[src/design/shc_pkg.sv]
// Shared types and constants for the state image header checker.
package shc_pkg;

	localparam int unsigned POS_W = 5;

	localparam logic [POS_W-1:0] HDR_MAGIC_END   = 5'd8;
	localparam logic [POS_W-1:0] HDR_VERSION_END = 5'd12;
	localparam logic [POS_W-1:0] HDR_LENGTH_END  = 5'd20;
	localparam logic [POS_W-1:0] HDR_END         = 5'd24;

	localparam logic [31:0] FNV_BASIS = 32'd2166136261;
	localparam logic [31:0] FNV_PRIME = 32'd16777619;

	localparam logic [31:0] VERSION_RESET = 32'd1;

	localparam logic [7:0] MAGIC [8] = '{8'h41, 8'h59, 8'h54, 8'h48,
		8'h53, 8'h54, 8'h41, 8'h54};

	typedef enum logic [2:0] {
		V_LOADED    = 3'd0,
		V_LEGACY    = 3'd1,
		V_TRUNCATED = 3'd2,
		V_BAD_VER   = 3'd3,
		V_LEN_MISM  = 3'd4,
		V_CSUM_MISM = 3'd5
	} verdict_t;

	typedef struct packed {
		verdict_t    verdict;
		logic [31:0] found_version;
		logic [63:0] declared_length;
		logic [31:0] payload_bytes_seen;
	} shc_result_t;

endpackage

[src/design/shc_image_tracker.sv]
// Per-image header parse, FNV-1a fold, payload count and verdict logic.
module shc_image_tracker #(
	parameter int unsigned COUNT_BITS = 32
) (
	input  logic                  clk,
	input  logic                  arst_n,
	input  logic                  step,
	input  logic [7:0]            data_byte,
	input  logic                  is_last,
	input  logic [31:0]           expected_version,
	output shc_pkg::shc_result_t  res
);

	logic [shc_pkg::POS_W-1:0] pos_q, pos_n;
	logic                      legacy_q, legacy_n;
	logic [31:0]               ver_q, ver_n;
	logic [63:0]               len_q, len_n;
	logic [31:0]               csum_q, csum_n;
	logic [31:0]               hash_q, hash_n;
	logic [COUNT_BITS-1:0]     cnt_q, cnt_n;
	logic [63:0]               cnt_wide;
	logic [2:0]                len_idx;

	assign len_idx  = 3'(pos_q - shc_pkg::HDR_VERSION_END);
	assign cnt_wide = 64'(cnt_n);

	always_comb begin
		pos_n    = pos_q;
		legacy_n = legacy_q;
		ver_n    = ver_q;
		len_n    = len_q;
		csum_n   = csum_q;
		hash_n   = hash_q;
		cnt_n    = cnt_q;
		if (legacy_q) begin
			// rest of a legacy image is ignored
		end else if (pos_q < shc_pkg::HDR_MAGIC_END) begin
			if (data_byte != shc_pkg::MAGIC[pos_q[2:0]])
				legacy_n = 1'b1;
			else
				pos_n = pos_q + 1'b1;
		end else if (pos_q < shc_pkg::HDR_VERSION_END) begin
			ver_n[{pos_q[1:0], 3'b000} +: 8] = data_byte;
			pos_n = pos_q + 1'b1;
		end else if (pos_q < shc_pkg::HDR_LENGTH_END) begin
			len_n[{len_idx, 3'b000} +: 8] = data_byte;
			pos_n = pos_q + 1'b1;
		end else if (pos_q < shc_pkg::HDR_END) begin
			// checksum starts at byte 20, so the low two bits give the lane
			csum_n[{pos_q[1:0], 3'b000} +: 8] = data_byte;
			pos_n = pos_q + 1'b1;
		end else begin
			hash_n = 32'((hash_q ^ {24'd0, data_byte}) * shc_pkg::FNV_PRIME);
			if (cnt_q != '1)
				cnt_n = cnt_q + 1'b1;
		end
	end

	// verdict sees the state as it stands after this beat
	always_comb begin
		res.verdict            = shc_pkg::V_LOADED;
		res.found_version      = '0;
		res.declared_length    = '0;
		res.payload_bytes_seen = '0;
		if (legacy_n || pos_n < shc_pkg::HDR_MAGIC_END) begin
			res.verdict = shc_pkg::V_LEGACY;
		end else if (pos_n < shc_pkg::HDR_END) begin
			res.verdict = shc_pkg::V_TRUNCATED;
		end else begin
			res.found_version      = ver_n;
			res.payload_bytes_seen = (cnt_wide[63:32] != '0) ? '1 : cnt_wide[31:0];
			if (ver_n != expected_version) begin
				res.verdict = shc_pkg::V_BAD_VER;
			end else begin
				res.declared_length = len_n;
				if (cnt_n == '1 || cnt_wide != len_n)
					res.verdict = shc_pkg::V_LEN_MISM;
				else if (hash_n != csum_n)
					res.verdict = shc_pkg::V_CSUM_MISM;
				else
					res.verdict = shc_pkg::V_LOADED;
			end
		end
	end

	always_ff @(posedge clk or negedge arst_n) begin
		if (!arst_n) begin
			pos_q    <= '0;
			legacy_q <= 1'b0;
			ver_q    <= '0;
			len_q    <= '0;
			csum_q   <= '0;
			hash_q   <= shc_pkg::FNV_BASIS;
			cnt_q    <= '0;
		end else if (step) begin
			if (is_last) begin
				pos_q    <= '0;
				legacy_q <= 1'b0;
				ver_q    <= '0;
				len_q    <= '0;
				csum_q   <= '0;
				hash_q   <= shc_pkg::FNV_BASIS;
				cnt_q    <= '0;
			end else begin
				pos_q    <= pos_n;
				legacy_q <= legacy_n;
				ver_q    <= ver_n;
				len_q    <= len_n;
				csum_q   <= csum_n;
				hash_q   <= hash_n;
				cnt_q    <= cnt_n;
			end
		end
	end

	a_pos_bound: assert property (@(posedge clk) disable iff (!arst_n)
		pos_q <= shc_pkg::HDR_END)
		else $error("header position past end of header");

	a_legacy_in_magic: assert property (@(posedge clk) disable iff (!arst_n)
		legacy_q |-> pos_q < shc_pkg::HDR_MAGIC_END)
		else $error("legacy flag set after magic completed");

	a_count_after_hdr: assert property (@(posedge clk) disable iff (!arst_n)
		(cnt_q != '0) |-> (pos_q == shc_pkg::HDR_END && !legacy_q))
		else $error("payload counted before header done");

endmodule

[src/design/state_image_header_checker_core.sv]
// Top level: input stage, config register and result register around the tracker.
// A last byte passes the input stage register; its verdict is then held in the result register and driven on out_valid.
// Throughput: one byte per cycle; the FNV multiply-xor and the parse of one byte
// fit between the input stage and the tracker state, so bytes go back to back.
// The input stalls only when a last byte meets a result that is still held.
// Reset clears the pipeline, the image state and sets expected_version to 1.
module state_image_header_checker_core #(
	parameter int unsigned COUNT_BITS = 32
) (
	input  logic                 clk,
	input  logic                 arst_n,
	input  logic                 in_valid,
	output logic                 in_stall,
	input  logic [7:0]           data_byte,
	input  logic                 is_last,
	output logic                 out_valid,
	input  logic                 out_stall,
	output shc_pkg::verdict_t    verdict,
	output logic [31:0]          found_version,
	output logic [63:0]          declared_length,
	output logic [31:0]          payload_bytes_seen,
	input  logic                 cfg_valid,
	output logic                 cfg_ready,
	input  logic [31:0]          expected_version
);

	logic                 valid_s1;
	logic [7:0]           byte_s1;
	logic                 last_s1;
	logic                 fire;
	logic                 in_take;
	logic [31:0]          exp_version_q;
	logic                 out_valid_q;
	shc_pkg::shc_result_t result_q;
	shc_pkg::shc_result_t res;

	assign cfg_ready = 1'b1;

	// a non-last beat never needs the result slot
	assign fire     = valid_s1 && (!last_s1 || !out_valid_q || !out_stall);
	assign in_stall = valid_s1 && !fire;
	assign in_take  = in_valid && !in_stall;

	always_ff @(posedge clk or negedge arst_n) begin
		if (!arst_n) begin
			valid_s1 <= 1'b0;
		end else if (in_take) begin
			valid_s1 <= 1'b1;
		end else if (fire) begin
			valid_s1 <= 1'b0;
		end
	end

	always_ff @(posedge clk) begin
		if (in_take) begin
			byte_s1 <= data_byte;
			last_s1 <= is_last;
		end
	end

	always_ff @(posedge clk or negedge arst_n) begin
		if (!arst_n) begin
			exp_version_q <= shc_pkg::VERSION_RESET;
		end else if (cfg_valid && cfg_ready) begin
			exp_version_q <= expected_version;
		end
	end

	shc_image_tracker #(
		.COUNT_BITS(COUNT_BITS)
	) u_tracker (
		.clk              (clk),
		.arst_n           (arst_n),
		.step             (fire),
		.data_byte        (byte_s1),
		.is_last          (last_s1),
		.expected_version (exp_version_q),
		.res              (res)
	);

	always_ff @(posedge clk or negedge arst_n) begin
		if (!arst_n) begin
			out_valid_q <= 1'b0;
		end else if (fire && last_s1) begin
			out_valid_q <= 1'b1;
		end else if (!out_stall) begin
			out_valid_q <= 1'b0;
		end
	end

	always_ff @(posedge clk) begin
		if (fire && last_s1)
			result_q <= res;
	end

	assign out_valid          = out_valid_q;
	assign verdict            = result_q.verdict;
	assign found_version      = result_q.found_version;
	assign declared_length    = result_q.declared_length;
	assign payload_bytes_seen = result_q.payload_bytes_seen;

	a_stall_needs_item: assert property (@(posedge clk) disable iff (!arst_n)
		in_stall |-> (valid_s1 && last_s1 && out_valid_q))
		else $error("input stalled without a blocked last beat");

	a_last_gives_result: assert property (@(posedge clk) disable iff (!arst_n)
		(fire && last_s1) |=> out_valid_q)
		else $error("last beat produced no result");

	a_result_only_from_last: assert property (@(posedge clk) disable iff (!arst_n)
		$rose(out_valid_q) |-> $past(fire && last_s1))
		else $error("result appeared without a last beat");

endmodule

[config.mk]
export PLATFORM = sky130hd
export DESIGN_NAME = state_image_header_checker_core
export DESIGN_NICKNAME = d
export VERILOG_FILES = /design/src/design/shc_pkg.sv /design/src/design/shc_image_tracker.sv /design/src/design/state_image_header_checker_core.sv
export SDC_FILE = /design/constraint.sdc
export NUM_CORES = 1
export LEC_CHECK = 0
export BUFFER_PORTS_ARGS = -buffer_cell sky130_fd_sc_hd__buf_2
export CAP_MARGIN = 30
export CORE_MARGIN = 8
export CORE_UTILIZATION = 50
export DETAILED_ROUTE_END_ITERATION = 8
export PLACE_DENSITY = 0.72
export SLEW_MARGIN = 20
export SYNTH_ARGS = -nofsm -noshare
export SYNTH_HDL_FRONTEND = slang
export SYNTH_HIERARCHICAL = 1
export SYNTH_SLANG_ARGS = --single-unit
export TNS_END_PERCENT = 50
[constraint.sdc]
create_clock -name clk -period 6.85 [get_ports clk]
set_clock_uncertainty 0.1 [all_clocks]
set_input_delay 0 -clock clk [delete_from_list [all_inputs] [get_ports clk]]
set_output_delay 0 -clock clk [all_outputs]
set_load 0.02 [all_outputs]
Word level (Yosys, flattened, before mapping):

Memories as Yosys holds them, arrays and structs flattened.
Cells that the tools add are included.

* equality and inequality tests: 7
* multiply operators: 1
* $lt $le $gt $ge: 7
* $add $sub $neg: 5
* bitwise logic cells: 2
* reductions and logical operators: 16
* shift-type cells: 4
* multiplexer cells: 52

Operators by type and width (number)
* two-way mux 32 bit: 23
* two-way mux 64 bit: 5
* bitwise mux 32 bit: 2
* bitwise mux 64 bit: 1
* inequality test 32 bit: 2
* inequality test 32 x 64 -> 1 bit: 1
* variable shift 8 x 8 -> 64 bit, first input constant: 1
* indexed part select 8 x 8 -> 64 bit: 1
* two-way mux 5 bit: 7
* adder 32 x 1 -> 32 bit, second input constant: 1
* == test 32 bit, second input constant: 1
* multiplier 32 x 25 -> 32 bit, second input constant: 1
* inequality test 32 bit, second input constant: 1
* variable shift 8 x 7 -> 32 bit, first input constant: 1
* indexed part select 8 x 7 -> 32 bit: 1
* XOR 32 x 8 -> 32 bit: 1
* two-way mux 8 bit: 2
* < comparator 5 x 4 -> 1 bit, second input constant: 3
* < comparator 5 bit, second input constant: 3
* two-way mux 1 bit: 8
* inequality test 8 bit: 1
* negator 6 -> 8 bit: 1
* negator 5 -> 7 bit: 1
* two-way mux 3 bit: 2
* other kinds (12): 23

* memories kept: 1
* input bits: 46
* output and inout port bits: 134
* flip-flop bits (word level): 372
* bits in read-only memories: 64
* word-level logic and storage cells: 112

Memories
* (name not given): words 8, width 8, read ports 1, clocked after memory_dff 0, wr ports 0, line shc_image_tracker.sv:38 `if (data_byte != shc_pkg::MAGIC[pos_q[2:0]])`

Logic depth before layout (Yosys ltp):

* depth after elaboration: 13
* depth in mapped cells: 29

Modules after synthesis:

Netlist, hierarchy kept.

Modules (own cells, without submodules)
* shc_image_tracker: times used 1, area each 19875.3 um2, seq. area each 4972.3 um2, cells each 2426
* state_image_header_checker_core: times used 1, area each 5660.4 um2, seq. area each 5056.1 um2, cells each 222

Worst setup path before layout:

Ideal clock, no wire load.

* path type: flip-flop to flip-flop
* start point: register out_valid_q (netlist: out_valid)
* end point: register result_q (netlist bit declared_length[0]) (enable)
* setup slack: -0.762 ns
* data required time: 6.085 ns
* library setup time: 0.665 ns
* stages on the path, launching flop included: 2
* arrival: 6.847 ns
* cells stage by stage: dfrtp_1 > a21oi_1

* cells in the longest elaborated chain, start to end: 5

RTL lines
* from (decl): line state_image_header_checker_core.sv:33 `logic out_valid_q;`
* from (signal assigned): line state_image_header_checker_core.sv:83 `out_valid_q <= 1'b0;`
* from (signal assigned): line state_image_header_checker_core.sv:85 `out_valid_q <= 1'b1;`
* from (signal assigned): line state_image_header_checker_core.sv:87 `out_valid_q <= 1'b0;`
* logical NOT 1 bit: line state_image_header_checker_core.sv:40 `assign fire = valid_s1 && (!last_s1 || !out_valid_q || !out_stall);`
* logical OR 1 bit (2 in a row): line state_image_header_checker_core.sv:40
* logical AND 1 bit: line state_image_header_checker_core.sv:40
* logical AND 1 bit: line state_image_header_checker_core.sv:92 `if (fire && last_s1)`
* to (signal assigned): line state_image_header_checker_core.sv:93 `result_q <= res;`
* to (decl): line state_image_header_checker_core.sv:34 `shc_pkg::shc_result_t result_q;`

Every way passes these cells.
A chain may end at the register's enable or synchronous reset.

Final worst setup path:

* start point: register u_tracker.hash_q[2]
* end point: register result_q (netlist bit verdict[2]) (data pin)

* cells in the longest elaborated chain, start to end: 10

RTL lines
* from (decl): line shc_image_tracker.sv:19 `logic [31:0] hash_q, hash_n;`
* from (signal assigned): line shc_image_tracker.sv:93 `hash_q <= shc_pkg::FNV_BASIS;`
* from (signal assigned): line shc_image_tracker.sv:102 `hash_q <= shc_pkg::FNV_BASIS;`
* from (signal assigned): line shc_image_tracker.sv:110 `hash_q <= hash_n;`
* XOR 32 x 8 -> 32 bit: line shc_image_tracker.sv:53 `hash_n = 32'((hash_q ^ {24'd0, data_byte}) * shc_pkg::FNV_PRIME);`
* multiplier 32 x 25 -> 32 bit: line shc_image_tracker.sv:53
* two-way mux 32 bit: line shc_image_tracker.sv:48 `end else if (pos_q < shc_pkg::HDR_END) begin`
* two-way mux 32 bit: line shc_image_tracker.sv:45 `end else if (pos_q < shc_pkg::HDR_LENGTH_END) begin`
* two-way mux 32 bit: line shc_image_tracker.sv:42 `end else if (pos_q < shc_pkg::HDR_VERSION_END) begin`
* two-way mux 32 bit: line shc_image_tracker.sv:37 `end else if (pos_q < shc_pkg::HDR_MAGIC_END) begin`
* two-way mux 32 bit (*): line shc_image_tracker.sv:35 `if (legacy_q) begin`
* inequality test 32 bit (*): line shc_image_tracker.sv:78 `else if (hash_n != csum_n)`
* two-way mux 3 bit (*): line shc_image_tracker.sv:78
* two-way mux 3 bit (*): line shc_image_tracker.sv:76 `if (cnt_n == '1 || cnt_wide != len_n)`

Mark *: on every way between the ends. The rest lies on a longest branch, timed or not.

==> results.rst <==
.. list-table::
   :header-rows: 1

   * - Metric
     - Value
   * - Placer's final routability congestion estimate
     - 0.955
   * - Die width
     - 242 um
   * - Post-Syn Instances
     - 2,648
   * - Actual slew at the worst max-slew pin
     - 1.03 ns
   * - Number of synthesized register bits
     - 372
   * - Number of antenna violations at the first check in global routing
     - 3
   * - Number of nets produced by synthesis
     - 2,960
   * - Max-slew violation count
     - 0
   * - Most repeated library cell on the critical path
     - sky130_fd_sc_hd__inv_1
   * - Antenna Violating Nets Remaining
     - 0
   * - Starting density of the core
     - 50.2%
   * - Via count
     - 21,600
   * - HPWL after detailed placement
     - 59.2 mm
   * - Share of flip-flops with an asynchronous set or reset
     - 62.4%
   * - Maximum number of pins on one net before global-route repair
     - 127
   * - Average detailed-routed wire length per instance
     - 22.1 um
   * - Post-route setup slack
     - 0.230 ns
   * - Peak supply drop
     - 0.155 mV
   * - Dominant synthesized flop cell
     - sky130_fd_sc_hd__dfrtp_1
   * - Routed wire length
     - 79.6 mm
   * - Remaining design rule violation count
     - 0
   * - Sinks on Clock Net
     - 372
   * - Worst Path Class, Setup
     - register to register
   * - Highest attainable clock frequency
     - 151 MHz
   * - Cell Area, Synth
     - 0.0255 sq mm
   * - # Max-Cap Violations
     - 0
   * - Class of the most critical hold timing path
     - input port to asynchronous set/reset pin
   * - Worst-path fanout max
     - 7
   * - Setup TNS
     - 0 ns
   * - Synth top area share
     - 21.3%
   * - Family of cells with the greatest summed delay on the critical path
     - adder cells
   * - Clock tree from TritonCTS
     - done
   * - Crit share post-route
     - 96.6%
   * - Setup-failing EPs final
     - 0
   * - Mean Syn Cell Area
     - 9.64 sq um
   * - Critical Path Slowest Stage Cell
     - sky130_fd_sc_hd__dfstp_2
   * - P_leak
     - 12.6 nW
   * - Most frequent cell after synthesis
     - sky130_fd_sc_hd__nor2_1
   * - Run status
     - complete, but fails checks
   * - Buffering stage count on the worst path with inverters included
     - 8
   * - Placement row count
     - 83
   * - Number of buffers on the longest clock path
     - 3
   * - Violations in the final reports
     - negative hold slack
   * - CTS H-Tree Depth
     - 2
   * - First drt pass iteration count
     - 6
   * - Number of buffers created by CTS
     - 41
   * - Via count of the first global-routing pass
     - 21,900
   * - Power per unit of standard cell area
     - 219 mW/mm^2
   * - Sequential fraction of the synthesis area
     - 39.3%
   * - Vert. Die Dim
     - 242 um
   * - Number of warnings reported in the yosys synthesis log
     - 6
   * - Iteration-0 DRC count of the detailed router
     - 2,160
   * - Pre-CTS setup slack
     - -0.163 ns
   * - Layout cell share with drive strength beyond 1
     - 15.8%
   * - Max-Slew Margin vs Limit
     - 30.7%
   * - GRT Overall Usage
     - 26.5%
   * - Final-stage net count
     - 3,199
   * - Ranking of synthesized cells by area
     - sky130_fd_sc_hd__dfrtp_1 21%, sky130_fd_sc_hd__edfxtp_1 16%, sky130_fd_sc_hd__ha_1 9.4%
   * - Crit path launch type
     - register
   * - Number of flops mapped to enable cells by yosys
     - 140
   * - Number of placed I/O pins
     - 180
   * - Type of element capturing the critical path
     - register
   * - Area of the placeable core
     - 0.0509 sq mm
   * - Post-route worst hold slack
     - -0.0280 ns
   * - Biggest cell delay along the critical path
     - 0.64 ns
   * - Port Buffer Count
     - 178
   * - CTS Root Buffer Type
     - sky130_fd_sc_hd__clkbuf_16
   * - First-pass GRT wire length
     - 125 mm
   * - Final Hold Fails
     - 3
   * - Post-route minimum period
     - 6.62 ns
   * - Biggest area consumer among synthesized cells
     - sky130_fd_sc_hd__dfrtp_1
   * - Die outline area
     - 0.0586 sq mm
   * - Number of distinct library cells after synthesis
     - 83
   * - Commonest cells in the synthesized netlist
     - 272 x sky130_fd_sc_hd__nor2_1, 270 x sky130_fd_sc_hd__inv_1, 231 x sky130_fd_sc_hd__nand2_1
   * - Clock latency at the later pin of the worst-skew pair
     - 0.57 ns
   * - Per-cell via count in the routed design
     - 6.00
   * - Endpoint arrival time on the critical path
     - 6.80 ns
   * - Clock transition at path regs
     - 0.07 ns
   * - Area Overhead vs Synth
     - 16.6%
   * - R2r setup slk
     - 0.23 ns
   * - Data required time of the worst path
     - 7.03 ns
   * - Total congestion overflow after global routing
     - 0
-- repair_timing --
action | in CTS | in global routing
gates resized for setup | 8 | 49
setup endpoints to repair | 2 | 2
hold endpoints to repair | 154 | 8
hold buffers | 45 | 1
pin swaps | 0 | 5
buffers inserted | 1 | 3
-- state kept, by name, indices dropped and copies added (netlist names), 3 cells and up --
name / count
byte_s1: 8
declared_length: 64
exp_version_q: 32
found_version: 32
payload_bytes_seen: 32
u_tracker/cnt_q: 32
u_tracker/csum_q: 32
u_tracker/hash_q: 32
u_tracker/len_q: 64
u_tracker/pos_q: 5
u_tracker/ver_q: 32
verdict: 3
-- layout by cell type, fill, tap and decap left out, types with 12 or more instances in the layout --
cell type	count
sky130_fd_sc_hd__inv_1	270
sky130_fd_sc_hd__nor2_1	270
sky130_fd_sc_hd__nand2_1	228
sky130_fd_sc_hd__dfrtp_1	216
sky130_fd_sc_hd__ha_1	187
sky130_fd_sc_hd__buf_2	179
sky130_fd_sc_hd__o21ai_0	143
sky130_fd_sc_hd__edfxtp_1	140
sky130_fd_sc_hd__a21oi_1	101
sky130_fd_sc_hd__xnor2_1	100
sky130_fd_sc_hd__buf_4	97
sky130_fd_sc_hd__fa_1	74
sky130_fd_sc_hd__a22o_1	54
sky130_fd_sc_hd__mux2i_1	54
sky130_fd_sc_hd__dlygate4sd3_1	46
sky130_fd_sc_hd__xor2_1	44
sky130_fd_sc_hd__nand4_1	42
sky130_fd_sc_hd__clkbuf_16	42
sky130_fd_sc_hd__nand3_1	36
sky130_fd_sc_hd__nor3_1	35
sky130_fd_sc_hd__a32o_1	34
sky130_fd_sc_hd__mux2_4	30
sky130_fd_sc_hd__and2_1	29
sky130_fd_sc_hd__a22oi_1	26
sky130_fd_sc_hd__nor4_1	25
sky130_fd_sc_hd__o2bb2ai_1	23
sky130_fd_sc_hd__and3_1	21
sky130_fd_sc_hd__nor2b_1	19
sky130_fd_sc_hd__a211oi_1	18
sky130_fd_sc_hd__dfstp_2	15
sky130_fd_sc_hd__a21o_1	15
sky130_fd_sc_hd__a31oi_1	14
sky130_fd_sc_hd__o31ai_1	14
sky130_fd_sc_hd__o21ai_1	14
sky130_fd_sc_hd__and4_1	13
sky130_fd_sc_hd__o211ai_1	13
sky130_fd_sc_hd__or4_1	12
-- area by class of cell --
| type | instances | area (sq um) |
|---|---|---|
| timing repair buffer | 327 | 2170 |
| multi-input combinational | 1875 | 14300 |
| antenna | 2 | 5.00 |
| inverter | 270 | 1010 |
| sequential | 372 | 10000 |
| tap | 680 | 851 |
| clock inverter | 18 | 230 |
| fill | 4328 | 21100 |
| clock buffer | 58 | 1180 |
-- layer usage --
metal  GRT usage, %  part of all wire, %  vias up
li1               -                    -     9780
met1           32.8                   39    10500
met2           44.2                   48     1038
met3           5.85                  8.3      251
met4           11.7                  4.6        2
met5              0                0.021        -
-- power breakdown --
part	internal (W)	switching, W	total, W
clock	0.00136	0.000952	0.00232
sequential	0.00238	0.0000373	0.00242
combinational	0.000682	0.00110	0.00178
total	0.00443	0.00209	0.00652
-- per-stage QoR --
| stage | utilization, % | cell area (sq um) | total power, W | instances |
|---|---|---|---|---|
| after CTS | 57.8 | 29400 | 0.00638 | 3592 |
| after floorplan | - | 25500 | 0.00349 | 2648 |
| after detailed placement | 54.1 | 27500 | 0.00404 | 3470 |
| after global routing | 58.5 | 29800 | 0.00679 | 3601 |
| final | 58.5 | 29800 | 0.00652 | 3602 |
| after global placement | 54.1 | 27500 | 0.00402 | 3469 |
-- cells by family (layout without fill, tap and decap cells) --
kind of cell             after synthesis  after routing  synth area share, %
AO/OA/AOI/OAI                        560            560                 14.8
XOR/XNOR                             157            157                 5.49
multiplexers                          89             89                 4.10
other                                  1              3               0.0147
buffers and inverters                401            673                 6.16
adder cells (fa/ha/maj)              266            266                 15.2
AND/OR/NAND/NOR                      802            802                 14.9
flip-flops                           372            372                 39.3
-- final timing paths --
path,from,to,cells past startpoint
max,u_tracker/hash_q[2],verdict[2],27
min,arst_n,u_tracker/cnt_q[10],2
max reg2reg,u_tracker/hash_q[2],verdict[2],27
min reg2reg,u_tracker/ver_q[12],u_tracker/ver_q[12],2
max in group asynchronous,arst_n,exp_version_q[13],3
min in group clk,is_last,last_s1,2
-- worst reg2reg max path, stage by stage (launching register included) --
cell and delay [ns]:
sky130_fd_sc_hd__dfstp_2 0.64, sky130_fd_sc_hd__xor2_2 0.20, sky130_fd_sc_hd__ha_1 0.26, sky130_fd_sc_hd__ha_1 0.23, sky130_fd_sc_hd__inv_1 0.09, sky130_fd_sc_hd__fa_1 0.43
sky130_fd_sc_hd__inv_1 0.08, sky130_fd_sc_hd__ha_1 0.14, sky130_fd_sc_hd__inv_1 0.05, sky130_fd_sc_hd__fa_1 0.47, sky130_fd_sc_hd__inv_1 0.05, sky130_fd_sc_hd__ha_1 0.31
sky130_fd_sc_hd__inv_1 0.06, sky130_fd_sc_hd__fa_1 0.35, sky130_fd_sc_hd__inv_1 0.07, sky130_fd_sc_hd__ha_2 0.32, sky130_fd_sc_hd__a21o_1 0.20, sky130_fd_sc_hd__a21oi_1 0.21
sky130_fd_sc_hd__o211a_1 0.24, sky130_fd_sc_hd__o211ai_1 0.09, sky130_fd_sc_hd__buf_4 0.16, sky130_fd_sc_hd__a21oi_1 0.26, sky130_fd_sc_hd__o22ai_2 0.16, sky130_fd_sc_hd__xnor2_1 0.16
sky130_fd_sc_hd__or4_1 0.49, sky130_fd_sc_hd__nor4_2 0.26, sky130_fd_sc_hd__buf_4 0.15, sky130_fd_sc_hd__a31oi_1 0.07
Note: power is estimated with default switching activity, not from simulation.
